<file path="config.mk">
export PLATFORM = sky130hd
export DESIGN_NAME = lsir_tally
export DESIGN_NICKNAME = d
export VERILOG_FILES = /design/src/rtl/core/lsir_pkg.sv /design/src/rtl/core/lsir_tally.sv
export VERILOG_INCLUDE_DIRS = /design/src /design/src/rtl/core
export SDC_FILE = /design/constraint.sdc
export NUM_CORES = 1
export LEC_CHECK = 0
export BUFFER_PORTS_ARGS = -buffer_cell sky130_fd_sc_hd__buf_2
export CAP_MARGIN = 20
export CORE_MARGIN = 2
export CORE_UTILIZATION = 55
export DETAILED_ROUTE_END_ITERATION = 8
export PLACE_DENSITY = 0.77
export REMOVE_ABC_BUFFERS = 1
export SLEW_MARGIN = 20
export SYNTH_ARGS = -nofsm -noshare
export SYNTH_HDL_FRONTEND = slang
export SYNTH_SLANG_ARGS = --single-unit
</file>
<file path="constraint.sdc">
create_clock -name clk -period 4.19 [get_ports clk]
set_clock_uncertainty 0.05 [all_clocks]
set_input_delay 0 -clock clk [delete_from_list [all_inputs] [get_ports clk]]
set_output_delay 0 -clock clk [all_outputs]
set_load 0.005 [all_outputs]
</file>
<file path="src/rtl/core/lattice_sir_monte_carlo_step_top_defines.svh">
// Assertion macros shared by the lattice SIR step block.
`ifndef LATTICE_SIR_MONTE_CARLO_STEP_TOP_DEFINES_SVH
`define LATTICE_SIR_MONTE_CARLO_STEP_TOP_DEFINES_SVH

// Consequent checked in the same cycle as the antecedent.
`define LSIR_ASSERT_IMPL(label, ante, cons, msg) \
    label: assert property (@(posedge clk) disable iff (!rst_n) (ante) |-> (cons)) \
        else $error(msg);

// Consequent checked in the cycle after the antecedent.
`define LSIR_ASSERT_NEXT(label, ante, cons, msg) \
    label: assert property (@(posedge clk) disable iff (!rst_n) (ante) |=> (cons)) \
        else $error(msg);

`endif

</file>
<file path="src/rtl/core/lsir_pkg.sv">
// Shared constants and types of the lattice SIR step block.
package lsir_pkg;

    localparam int GRID_SIDE_DEF = 256;

    localparam int MODE_W     = 2;
    localparam int COORD_W    = 8;
    localparam int DIR_W      = 2;
    localparam int RAND_W     = 16;
    localparam int BOND_ROW_W = 9;
    localparam int LOAD_W     = 2;
    localparam int THR_W      = 17;
    localparam int COUNT_W    = 17;
    localparam int CFG_IDX_W  = 1;

    localparam logic [MODE_W-1:0] MODE_CELL = 2'd0;
    localparam logic [MODE_W-1:0] MODE_BOND = 2'd1;
    localparam logic [MODE_W-1:0] MODE_STEP = 2'd2;

    localparam logic [CFG_IDX_W-1:0] CFG_BETA  = 1'd0;
    localparam logic [CFG_IDX_W-1:0] CFG_GAMMA = 1'd1;

    localparam logic [THR_W-1:0] BETA_RST  = 17'd65536;
    localparam logic [THR_W-1:0] GAMMA_RST = 17'd13107;

    typedef struct packed {
        logic [THR_W-1:0] beta;
        logic [THR_W-1:0] gamma;
    } cfg_t;

    // Count adjustments for one cycle, and the end of a request.
    typedef struct packed {
        logic done;
        logic inf_inc;
        logic inf_dec;
        logic rec_inc;
        logic rec_dec;
    } tally_upd_t;

endpackage

</file>
<file path="src/rtl/core/lsir_tally.sv">
// Running infected and recovered counts with saturated result outputs.
module lsir_tally #(
    parameter int GRID_SIDE = lsir_pkg::GRID_SIDE_DEF
) (
    input  logic                           clk,
    input  logic                           rst_n,
    input  lsir_pkg::tally_upd_t           upd,
    output logic                           done,
    output logic [lsir_pkg::COUNT_W-1:0]   recovered_count,
    output logic [lsir_pkg::COUNT_W-1:0]   infected_count
);
    import lsir_pkg::*;

    `include "lattice_sir_monte_carlo_step_top_defines.svh"

    localparam int CNT_W = $clog2(GRID_SIDE * GRID_SIDE + 1);
    localparam int EXT_W = (CNT_W > COUNT_W) ? CNT_W : COUNT_W;
    localparam logic [COUNT_W-1:0] COUNT_MAX = '1;

    logic [CNT_W-1:0] inf_cnt_reg, inf_cnt_next;
    logic [CNT_W-1:0] rec_cnt_reg, rec_cnt_next;
    logic             done_reg;
    logic [EXT_W-1:0] inf_ext, rec_ext;

    always_comb
    begin
        inf_cnt_next = inf_cnt_reg + CNT_W'(upd.inf_inc) - CNT_W'(upd.inf_dec);
        rec_cnt_next = rec_cnt_reg + CNT_W'(upd.rec_inc) - CNT_W'(upd.rec_dec);
    end

    always_ff @(posedge clk or negedge rst_n)
    begin
        if (!rst_n)
        begin
            inf_cnt_reg <= '0;
            rec_cnt_reg <= '0;
            done_reg    <= 1'b0;
        end
        else
        begin
            inf_cnt_reg <= inf_cnt_next;
            rec_cnt_reg <= rec_cnt_next;
            done_reg    <= upd.done;
        end
    end

    assign inf_ext = EXT_W'(inf_cnt_reg);
    assign rec_ext = EXT_W'(rec_cnt_reg);

    assign infected_count  = (inf_ext > EXT_W'(COUNT_MAX)) ? COUNT_MAX : inf_ext[COUNT_W-1:0];
    assign recovered_count = (rec_ext > EXT_W'(COUNT_MAX)) ? COUNT_MAX : rec_ext[COUNT_W-1:0];
    assign done            = done_reg;

    // Every cell is counted at most once.
    `LSIR_ASSERT_IMPL(a_count_bound, 1'b1,
        (CNT_W+1)'(inf_cnt_reg) + (CNT_W+1)'(rec_cnt_reg) <= (CNT_W+1)'(GRID_SIDE * GRID_SIDE),
        "infected plus recovered count exceeds the number of cells")
    // Every request passes through idle and S1 before it ends, so the result strobe falls between results.
    `LSIR_ASSERT_NEXT(a_done_single, done_reg, !done_reg,
        "result strobe held for more than one cycle")

endmodule

</file>
==> impl_metrics.yaml <==
place:
  gp_congestion: 0.863
  io_buffers: 41
  dp_cells: 456
  placed_area_sq_um: 3470
  dpl.hpwl_um: 5270
sta:
  hold_viol_final: 0
  finalSetupViolations: 0
  finalCriticalPeriod_ns: 2.81
  relSlewSlack_pct: 23.5
  rsz0062_at_grt: "false"
  timing.final.crit_share_pct: 67.0
  drv_slew: 0
  max_freq_mhz: 356
  fin_tns_setup_ns: 0
  tightestPinTransition_ns: 1.14
logic_synthesis:
  syn-cell-area_sq_um: 3180
  seq_area_frac_synth_pct: 27.5
  synth_top_area_share_pct: 27.5
  syn_inst: 348
  ys_warn_count: 0
  synth_ff_type: "dfrtp_1"
  ys_types: 48
  synth_enable_flop_cells: 0
  avgSynthCellArea_sq_um: 9.14
  synthArstFlopShare_pct: 100
  synth_area_leaders: "dfrtp_1 (28%), ha_1 (25%), inv_1 (5.3%), nand2_1 (5.3%), xnor2_1 (4.4%)"
  yosysTopAreaCell: "dfrtp_1"
  synth-seq-cells: 35
setup_path:
  crit_arrival_ns: 2.93
  worstSetupStartpointType: "flop"
  critical_path_required_ns: 4.31
  path_delay_family: "compound AO/OA/AOI/OAI gates"
  cp_max_fo: 3
  cpPeakStageDelay_ns: 0.43
  end_kind: "flop"
  path_class: "reg2reg"
  crit_buf_inv: 2
  crit_path_cell_trace: "inv_1 -> ha_1 -> inv_1 -> ha_1 -> fa_1 -> a21oi_2 -> and4b_4 -> o41ai_4 -> nand2_1 -> a311o_1"
  slowest_stage: "fa_1"
floorplan:
  num_io_pins: 42
  core_sq_um: 5540
  start_util_pct: 57.4
  fp.dieArea_sq_um: 6410
  rows: 27
  die_h_um: 80.0
  fp.dieW_um: 80.0
layout:
  finalNetCount: 468
  area_growth_pct: 12.6
  drive_above_1_share_pct: 15.5
  fin_area_sq_um: 3580
  final_core_util_pct: 64.7
  layout_common_cells: "ha_1 (64), inv_1 (45), nand2_1 (45), buf_2 (41), dfrtp_1 (35)"
  final_common_cell: "ha_1"
  antennaDiodeCount: 0
  final_cells: 466
detailed_routing:
  drt-total-wl_um: 6700
  wl_met2_um: 3380
  vias: 2578
  drt-met1-wl_um: 3020
  vias_per_cell: 5.53
  drc: 0
  ant_nets: 0
  drtIter0Drc: 117
  wl_per_cell_um: 14.4
  dr.pass1.iters: 4
  met3_wirelength_um: 175
  dr.max_layer_used: "met4"
clock_network:
  cts_tree: "done"
  postCtsSetupRepairBufs: 0
  cts_root_buf: "clkbuf_8"
  cts_buffers: 5
  cts_resized: 0
  clk_latency_ns: 0.28
  h-tree-depth: 2
  path_clk_slew_ns: 0.07
  cts_buffer_depth: 2
  postCtsHoldBufs: 4
  cts.sinks: 35
status:
  status: "completed"
job:
  maxCapViolCount: 0
grt:
  globalRouteOverflowTotal: 0
  grt_antenna_before_repair: 0
  grt_pass1_vias: 2561
  grt_pass1_wl_um: 11500
  grt_max_degree: 36
  grt_usage_pct: 23.0
min_path:
  hold_class: "in2reg"
final cells by class:
cell class | count | area [sq um]
multi-input cells | 262 | 2120
fillers | 469 | 1960
flip-flops and latches | 35 | 876
repair buffers | 46 | 253
inverters | 45 | 169
well taps | 72 | 90.1
clock buffers | 6 | 72.6
path summary, 6_finish.rpt:
kind | slack [ns] | startpoint | to | cells past startpoint
setup / recovery | 1.38 | inf_cnt_reg[0]$_DFF_PN0_ | inf_cnt_reg[14]$_DFF_PN0_ | 10
hold / removal | 0.14 | upd[2] | inf_cnt_reg[0]$_DFF_PN0_ | 4
setup reg to reg | 1.38 | inf_cnt_reg[0]$_DFF_PN0_ | inf_cnt_reg[14]$_DFF_PN0_ | 10
hold reg to reg | 0.64 | rec_cnt_reg[16]$_DFF_PN0_ | rec_cnt_reg[16]$_DFF_PN0_ | 2
max in group asynchronous | 3.26 | rst_n | rec_cnt_reg[7]$_DFF_PN0_ | 2
min in group asynchronous | 0.30 | rst_n | inf_cnt_reg[1]$_DFF_PN0_ | 2
worst register-to-register path, cell delays in order (launching register included):
cell and delay (ns):
dfrtp_1 0.36, inv_1 0.05, ha_1 0.26, inv_1 0.04, ha_1 0.21, fa_1 0.43
a21oi_2 0.17, and4b_4 0.22, o41ai_4 0.41, nand2_1 0.17, a311o_1 0.34
per-layer routing:
metal,GRT usage [%],vias to the layer above
met3,3.73,11
met4,7.46,0
met1,27.7,1227
li1,-,1298
met5,0,-
met2,41.6,42
metrics by stage:
step	hold WS, ns	worst slack, ns
2_1_floorplan	-0.346	1.54
3_3_place_gp	0.0575	1.44
3_5_place_dp	0.0598	1.39
4_1_cts	0.131	1.37
5_1_grt	0.167	1.21
6_report	0.143	1.38
cells by family (layout without fill, tap and decap cells):
logic type      Yosys count  count (layout)  synth area share [%]
mux                       3               3                  1.02
buf+inv                  51              97                  6.06
flops                    35              35                  27.5
simple gates             89              89                  13.4
xor+xnor                 26              26                  7.16
compound gates           78              78                  18.4
fa+ha+maj                66              66                  26.4
synth_stat cells (2+ instances only):
cell type	n
nand2b_1	4
nand2_1	45
a21o_1	16
o21ai_0	5
ha_1	64
clkbuf_1	5
fa_1	2
nand3_1	5
xor2_1	10
o21bai_1	4
nor2_1	7
o21a_1	2
o31ai_1	3
mux2_2	2
a31oi_1	3
a21oi_1	23
o21ai_1	2
a211oi_1	5
xnor2_1	16
nor2b_1	3
nor3_1	6
and3_1	3
or3_1	2
inv_1	45
nand4_1	9
dfrtp_1	35
Power is not shown: default switching activity piles up to over one toggle a cycle in this logic, so the estimate is an artifact.
