**config.mk**
```make
export PLATFORM = sky130hd
export DESIGN_NAME = lsir_ctrl
export DESIGN_NICKNAME = d
export VERILOG_FILES = /design/src/rtl/core/lsir_pkg.sv /design/src/rtl/core/lsir_ctrl.sv
export VERILOG_INCLUDE_DIRS = /design/src /design/src/rtl/core
export SDC_FILE = /design/constraint.sdc
export NUM_CORES = 1
export LEC_CHECK = 0
export BUFFER_PORTS_ARGS = -buffer_cell sky130_fd_sc_hd__clkbuf_2
export CORE_MARGIN = 2
export CORE_UTILIZATION = 38
export DETAILED_ROUTE_END_ITERATION = 12
export GPL_ROUTABILITY_DRIVEN = 0
export PLACE_DENSITY = 0.68
export SYNTH_ARGS = -nofsm -noshare
export SYNTH_HDL_FRONTEND = slang
export SYNTH_SLANG_ARGS = --single-unit
```
**constraint.sdc**
```tcl
create_clock -name clk -period 4.5 [get_ports clk]
set_input_delay 0.9 -clock clk [delete_from_list [all_inputs] [get_ports clk]]
set_output_delay 0.9 -clock clk [all_outputs]
set_load 0.02 [all_outputs]
```
**src/rtl/core/lattice_sir_monte_carlo_step_top_defines.svh**
```systemverilog
// Assertion macros shared by the lattice SIR step block.
`ifndef LATTICE_SIR_MONTE_CARLO_STEP_TOP_DEFINES_SVH
`define LATTICE_SIR_MONTE_CARLO_STEP_TOP_DEFINES_SVH

// Consequent checked in the same cycle as the antecedent.
`define LSIR_ASSERT_IMPL(label, ante, cons, msg) \
    label: assert property (@(posedge clk) disable iff (!rst_n) (ante) |-> (cons)) \
        else $error(msg);

// Consequent checked in the cycle after the antecedent.
`define LSIR_ASSERT_NEXT(label, ante, cons, msg) \
    label: assert property (@(posedge clk) disable iff (!rst_n) (ante) |=> (cons)) \
        else $error(msg);

`endif

```
**src/rtl/core/lsir_pkg.sv**
```systemverilog
// Shared constants and types of the lattice SIR step block.
package lsir_pkg;

    localparam int GRID_SIDE_DEF = 256;

    localparam int MODE_W     = 2;
    localparam int COORD_W    = 8;
    localparam int DIR_W      = 2;
    localparam int RAND_W     = 16;
    localparam int BOND_ROW_W = 9;
    localparam int LOAD_W     = 2;
    localparam int THR_W      = 17;
    localparam int COUNT_W    = 17;
    localparam int CFG_IDX_W  = 1;

    localparam logic [MODE_W-1:0] MODE_CELL = 2'd0;
    localparam logic [MODE_W-1:0] MODE_BOND = 2'd1;
    localparam logic [MODE_W-1:0] MODE_STEP = 2'd2;

    localparam logic [CFG_IDX_W-1:0] CFG_BETA  = 1'd0;
    localparam logic [CFG_IDX_W-1:0] CFG_GAMMA = 1'd1;

    localparam logic [THR_W-1:0] BETA_RST  = 17'd65536;
    localparam logic [THR_W-1:0] GAMMA_RST = 17'd13107;

    typedef struct packed {
        logic [THR_W-1:0] beta;
        logic [THR_W-1:0] gamma;
    } cfg_t;

    // Count adjustments for one cycle, and the end of a request.
    typedef struct packed {
        logic done;
        logic inf_inc;
        logic inf_dec;
        logic rec_inc;
        logic rec_dec;
    } tally_upd_t;

endpackage

```
**src/rtl/core/lsir_ctrl.sv**
```systemverilog
// Request sequencer: memory addressing, infection and recovery decisions.
module lsir_ctrl #(
    parameter int GRID_SIDE = lsir_pkg::GRID_SIDE_DEF,
    parameter int CW        = $clog2(GRID_SIDE)
) (
    input  logic                              clk,
    input  logic                              rst_n,
    input  logic                              start,
    output logic                              busy,
    input  logic [lsir_pkg::MODE_W-1:0]       mode,
    input  logic [lsir_pkg::COORD_W-1:0]      x_a,
    input  logic [lsir_pkg::COORD_W-1:0]      y_a,
    input  logic [lsir_pkg::DIR_W-1:0]        dir_a,
    input  logic [lsir_pkg::RAND_W-1:0]       rand_a,
    input  logic [lsir_pkg::COORD_W-1:0]      x_b,
    input  logic [lsir_pkg::COORD_W-1:0]      y_b,
    input  logic [lsir_pkg::RAND_W-1:0]       rand_b,
    input  logic [lsir_pkg::BOND_ROW_W-1:0]   bond_row,
    input  logic [lsir_pkg::LOAD_W-1:0]       load_value,
    input  lsir_pkg::cfg_t                    cfg,
    output logic                              cell_we,
    output logic [2*CW-1:0]                   cell_waddr,
    output logic [1:0]                        cell_wdata,
    output logic [2*CW-1:0]                   cell_raddr,
    input  logic [1:0]                        cell_rdata,
    output logic                              bond_we,
    output logic [2*CW:0]                     bond_waddr,
    output logic                              bond_wdata,
    output logic [2*CW:0]                     bond_raddr,
    input  logic                              bond_rdata,
    output lsir_pkg::tally_upd_t              upd
);
    import lsir_pkg::*;

    `include "lattice_sir_monte_carlo_step_top_defines.svh"

    localparam int LUT_W    = 10;
    localparam int BROW_EXT = (CW + 1 > BOND_ROW_W) ? CW + 1 : BOND_ROW_W;

    localparam logic [2:0] ST_CLEAR = 3'd0;
    localparam logic [2:0] ST_IDLE  = 3'd1;
    localparam logic [2:0] ST_S1    = 3'd2;
    localparam logic [2:0] ST_S2    = 3'd3;
    localparam logic [2:0] ST_S3    = 3'd4;

    localparam logic [DIR_W-1:0] DIR_YP = 2'd0;
    localparam logic [DIR_W-1:0] DIR_XP = 2'd1;
    localparam logic [DIR_W-1:0] DIR_YM = 2'd2;
    localparam logic [DIR_W-1:0] DIR_XM = 2'd3;

    localparam logic [1:0] CELL_INFECTED  = 2'b01;
    localparam logic [1:0] CELL_RECOVERED = 2'b10;

    typedef logic [255:0][LUT_W-1:0] wrap_lut_t;

    // Residue of every input coordinate, built by counting so no divider appears.
    function automatic wrap_lut_t build_wrap(input int side);
        wrap_lut_t lut;
        int        r;
        r = 0;
        for (int c = 0; c < 256; c++)
        begin
            lut[c] = LUT_W'(r);
            r = r + 1;
            if (r == side)
            begin
                r = 0;
            end
        end
        return lut;
    endfunction

    localparam wrap_lut_t WRAP_LUT = build_wrap(GRID_SIDE);

    function automatic logic [CW-1:0] coord_inc(input logic [CW-1:0] c);
        return (c == CW'(GRID_SIDE - 1)) ? '0 : CW'(c + 1'b1);
    endfunction

    function automatic logic [CW-1:0] coord_dec(input logic [CW-1:0] c);
        return (c == '0) ? CW'(GRID_SIDE - 1) : CW'(c - 1'b1);
    endfunction

    logic [2:0]          state_reg, state_next;
    logic [2*CW:0]       clr_reg, clr_next;
    logic [MODE_W-1:0]   mode_reg;
    logic [CW-1:0]       xa_reg, ya_reg, xb_reg, yb_reg;
    logic [DIR_W-1:0]    dir_reg;
    logic [RAND_W-1:0]   ra_reg, rb_reg;
    logic                brow_ok_reg;
    logic [CW:0]         brow_reg;
    logic [LOAD_W-1:0]   lv_reg;
    logic                src_inf_reg;
    logic                infect_reg;

    logic                accept;
    logic [CW-1:0]       xa_in, ya_in;
    logic [BROW_EXT-1:0] brow_ext;
    logic [CW-1:0]       xt, yt;
    logic [CW:0]         bar_row;
    logic [CW-1:0]       bar_col;
    logic                infect;
    logic [1:0]          rec_val;
    logic                recover;
    logic                old_rec, new_rec;

    assign accept   = start && (state_reg == ST_IDLE);
    assign busy     = (state_reg != ST_IDLE);
    assign xa_in    = WRAP_LUT[x_a][CW-1:0];
    assign ya_in    = WRAP_LUT[y_a][CW-1:0];
    assign brow_ext = BROW_EXT'(bond_row);

    // Neighbour of the source on the torus.
    always_comb
    begin
        xt = xa_reg;
        yt = ya_reg;
        unique case (dir_reg)
            DIR_YP: yt = coord_inc(ya_reg);
            DIR_XP: xt = coord_inc(xa_reg);
            DIR_YM: yt = coord_dec(ya_reg);
            DIR_XM: xt = coord_dec(xa_reg);
        endcase
    end

    assign bar_row = (CW+1)'(xa_reg) + (CW+1)'(xt);
    assign bar_col = (ya_reg < yt) ? ya_reg : yt;

    // Target data arrives in S2, barrier bit likewise.
    assign infect = src_inf_reg && (cell_rdata == 2'b00) && !bond_rdata
                    && (cfg.beta > THR_W'(ra_reg));

    // The recovery cell was read while the target was being written.
    assign rec_val = (infect_reg && (xb_reg == xt) && (yb_reg == yt)) ? CELL_INFECTED
                                                                      : cell_rdata;
    assign recover = rec_val[0] && (cfg.gamma > THR_W'(rb_reg));

    assign old_rec = !cell_rdata[0] && cell_rdata[1];
    assign new_rec = !lv_reg[0] && lv_reg[1];

    always_comb
    begin
        state_next = state_reg;
        clr_next   = clr_reg;
        unique case (state_reg)
            ST_CLEAR:
            begin
                clr_next = clr_reg + 1'b1;
                if (clr_reg == '1)
                begin
                    state_next = ST_IDLE;
                end
            end
            ST_IDLE:
            begin
                if (start)
                begin
                    state_next = ST_S1;
                end
            end
            ST_S1:   state_next = (mode_reg == MODE_STEP) ? ST_S2 : ST_IDLE;
            ST_S2:   state_next = ST_S3;
            ST_S3:   state_next = ST_IDLE;
            default: state_next = ST_CLEAR;
        endcase
    end

    always_ff @(posedge clk or negedge rst_n)
    begin
        if (!rst_n)
        begin
            state_reg <= ST_CLEAR;
            clr_reg   <= '0;
        end
        else
        begin
            state_reg <= state_next;
            clr_reg   <= clr_next;
        end
    end

    always_ff @(posedge clk)
    begin
        if (accept)
        begin
            mode_reg    <= mode;
            xa_reg      <= xa_in;
            ya_reg      <= ya_in;
            dir_reg     <= dir_a;
            ra_reg      <= rand_a;
            xb_reg      <= WRAP_LUT[x_b][CW-1:0];
            yb_reg      <= WRAP_LUT[y_b][CW-1:0];
            rb_reg      <= rand_b;
            brow_ok_reg <= (32'(bond_row) < 32'(2 * GRID_SIDE));
            brow_reg    <= brow_ext[CW:0];
            lv_reg      <= load_value;
        end
        if (state_reg == ST_S1)
        begin
            src_inf_reg <= cell_rdata[0];
        end
        if (state_reg == ST_S2)
        begin
            infect_reg <= infect;
        end
    end

    // Cell memory: source read at acceptance, then target, then recovery cell.
    always_comb
    begin
        unique case (state_reg)
            ST_IDLE: cell_raddr = {xa_in, ya_in};
            ST_S1:   cell_raddr = {xt, yt};
            default: cell_raddr = {xb_reg, yb_reg};
        endcase
    end

    always_comb
    begin
        cell_we    = 1'b0;
        cell_waddr = {xb_reg, yb_reg};
        cell_wdata = CELL_RECOVERED;
        unique case (state_reg)
            ST_CLEAR:
            begin
                cell_we    = 1'b1;
                cell_waddr = clr_reg[2*CW-1:0];
                cell_wdata = 2'b00;
            end
            ST_S1:
            begin
                cell_we    = (mode_reg == MODE_CELL);
                cell_waddr = {xa_reg, ya_reg};
                cell_wdata = lv_reg;
            end
            ST_S2:
            begin
                cell_we    = infect;
                cell_waddr = {xt, yt};
                cell_wdata = CELL_INFECTED;
            end
            ST_S3:
            begin
                cell_we = recover;
            end
            default:
            begin
                cell_we = 1'b0;
            end
        endcase
    end

    assign bond_raddr = {bar_row, bar_col};
    assign bond_we    = (state_reg == ST_CLEAR)
                        || ((state_reg == ST_S1) && (mode_reg == MODE_BOND) && brow_ok_reg);
    assign bond_waddr = (state_reg == ST_CLEAR) ? clr_reg : {brow_reg, ya_reg};
    assign bond_wdata = (state_reg != ST_CLEAR) && lv_reg[0];

    always_comb
    begin
        upd = '0;
        unique case (state_reg)
            ST_S1:
            begin
                upd.done = (mode_reg != MODE_STEP);
                if (mode_reg == MODE_CELL)
                begin
                    upd.inf_inc = lv_reg[0] && !cell_rdata[0];
                    upd.inf_dec = cell_rdata[0] && !lv_reg[0];
                    upd.rec_inc = new_rec && !old_rec;
                    upd.rec_dec = old_rec && !new_rec;
                end
            end
            ST_S2:
            begin
                upd.inf_inc = infect;
            end
            ST_S3:
            begin
                upd.done    = 1'b1;
                upd.inf_dec = recover;
                upd.rec_inc = recover;
            end
            default:
            begin
                upd = '0;
            end
        endcase
    end

    `LSIR_ASSERT_NEXT(a_accept_to_s1, accept, state_reg == ST_S1,
        "accepted request did not enter the sequencer")
    `LSIR_ASSERT_IMPL(a_clear_silent, state_reg == ST_CLEAR,
        !upd.done && (!cell_we || cell_wdata == 2'b00),
        "clearing pass produced a result or wrote a non-zero cell")
    `LSIR_ASSERT_NEXT(a_step_returns, state_reg == ST_S3, state_reg == ST_IDLE && !busy,
        "step request did not return to idle after recovery")

endmodule

```
==> summary.txt <==
wire per inst = 18.5 um
Layout area overhead = 25.2%
Tot Pwr = 4.05 mW
Final Hold Viols = 0
max_cap viols = 0
net count after synthesis = 939
Yosys reg bits = 101
Worst-path clk slew = 0.08 ns
initial antenna violation count = 0
dominant cell type by area after synthesis = edfxtp_1
first-pass GRT wire length = 34.9 mm
largest cells by area after synthesis = edfxtp_1 (33%), ha_1 (9.0%), dfrtp_1 (6.8%)
Yosys top cell area share = 32.9%
Yosys warning total = 0
Synth Flop Type = edfxtp_1
Relative slew margins = 25.5%
reg2reg path depth = 5
worst-margin pin slew = 1.12 ns
synthesized cell area = 7400 um^2
htree depth = 3
most frequent cells after synthesis = nand2_1 (116), edfxtp_1 (81), inv_1 (59)
origin of the critical flop-to-flop path = state_reg[0]
CTS tree = done
drc violations = 0
Leakage = 4.16 nW
CTS sink cnt = 101
hold_buf cts = 0
Die Y = 144 um
status = complete, no violations
I/O pins = 196
ant diodes = 0
largest net degree at the start of global routing = 80
worst skew pair latency = 0.36 ns
Power per Cell Area = 437 nW/um^2
drt total wl = 23.2 mm
EDFF count, synth = 81
clock root buffer = clkbuf_16
fraction of layout cells with a size suffix above 1 = 30.4%
DR pass1 iterations = 6
Final HPWL DP = 17.7 mm
vias in the first global route = 6,600
CP Capture Type = primary output
Port Buffers = 195
worst hold stages = 1
Filler cells = 1,844
Site Rows = 51
final setup fails = 0
syn_area_per_cell = 9.66 um^2
final hold slack = 0.493 ns
Final period util = 99.5%
Vias/cell = 5.48
Pins Over Slew Limit = 0
worst hold path type = flip-flop to flip-flop
crit path from = ya_reg[4]
DIE AREA = 20,600 um^2
clock period minus worst slack = 4.48 ns
Routed Antenna Nets = 0
Starting DRT DRC Count = 723
final core occ = 48.1%
RSZ-0062 raised after global routing = true
max reg flops = 17
count of cell types in the netlist = 93
min-delay src = clr_reg[13]
total vias in the final route = 6,859
Max clock buf depth = 2
core area = 19,300 um^2
sequential area share after synthesis = 39.6%
Total GRT Usage = 22.3%
Final nets = 1,155
register area = 2930 um^2
CP required = 3.60 ns
clock skew = 0.0139 ns
count leader, synth = nand2_1
area of the multi-input gates = 4100 um^2
TritonCTS Buffers = 9
Initial Util = 38.4%
gr ovfl total = 0
Fmax = 0.223 GHz
crit path DAT = 3.58 ns
Die W = 144 um
startpoint types = flip-flop
Syn Inst Count = 766
Max IR drop VDD = 0.245 mV
Critical Setup Path Class = flip-flop to primary output
Crit Path Max Fanout = 8
Synth async-reset ratio = 19.8%
## power breakdown
group	internal [mW]	switching (mW)
sequential	1.14	0.0982
clock	0.429	0.361
combinational	0.675	1.34
total	2.25	1.80
## area by class of cell
type                    count  share of cell area [%]
well taps                 265                    3.58
flip-flops and latches    101                    31.6
repair buffers            244                    14.9
multi-input cells         566                    44.2
inverters                  60                    2.47
clock buffers               9                    2.43
clock inverters             7                   0.702
## cells by family (layout without fill, tap and decap cells)
logic type               Yosys count  in the layout  synth area share [%]
adder cells (fa/ha/maj)           54             54                  9.23
AO/OA/AOI/OAI                    176            177                  17.9
AND/OR/NAND/NOR                  277            277                  19.6
XOR/XNOR                          45             45                  5.53
buffers and inverters            100            320                  6.29
multiplexers                      13             13                  1.86
flip-flops                       101            101                  39.6
## routing by layer
layer,global-route usage [%],vias to the layer above,part of all wire [%]
li1,-,3232,-
met1,25.9,3242,38
met2,38.4,314,50
met3,5.80,71,8.0
met4,10.2,0,3.9
met5,0,-,0
## timing repair
item | CTS | global route
buffers inserted | 2 | 12
gates resized for setup | 9 | 27
cloned | 1 | 0
setup endpoints to repair | 9 | 10
pin swaps | 1 | 7
## critical path: stages (launching register included)
cell      delay (ns)
edfxtp_1        0.55
nor3_1          0.37
nand2_1         0.14
a41o_1          0.29
or2_1           0.25
ha_1            0.31
a21o_1          0.16
a21o_1          0.18
a221oi_4        0.36
o21ai_4         0.16
mux2_4          0.33
buf_6           0.13
## placed cells by master (no fill, tap or decap), drive strengths merged, types with 22 or more instances in the layout
master / Yosys / final
nor2: 33 / 33
nand3: 22 / 22
a21oi: 33 / 33
buf: 24 / 56
ha: 53 / 53
inv: 59 / 59
clkbuf: 16 / 197
nand2: 116 / 116
edfxtp: 81 / 81
xnor2: 31 / 31
o21ai: 28 / 29
## metrics by stage
stage          setup TNS [ns]  instance area (um^2)  setup WS [ns]  instances
2_1_floorplan               0                  7400          0.348        766
3_3_place_gp                0                  8740          0.327       1221
3_5_place_dp                0                  8740          0.257       1221
4_1_cts                     0                  9110         0.0129       1240
5_1_grt                -0.228                  9270        -0.0452       1252
6_report                    0                  9270         0.0208       1252
## path summary, 6_finish.rpt
check                      slack, ns       endpoint
hold / removal                  0.49    clr_reg[13]
setup reg to reg                1.85      ya_reg[7]
hold reg to reg                 0.49    clr_reg[13]
min in group asynchronous       0.50    clr_reg[11]
setup / recovery                0.02  bond_raddr[3]
max in group asynchronous       3.63   state_reg[2]
Note: power is estimated with default switching activity, not from simulation.
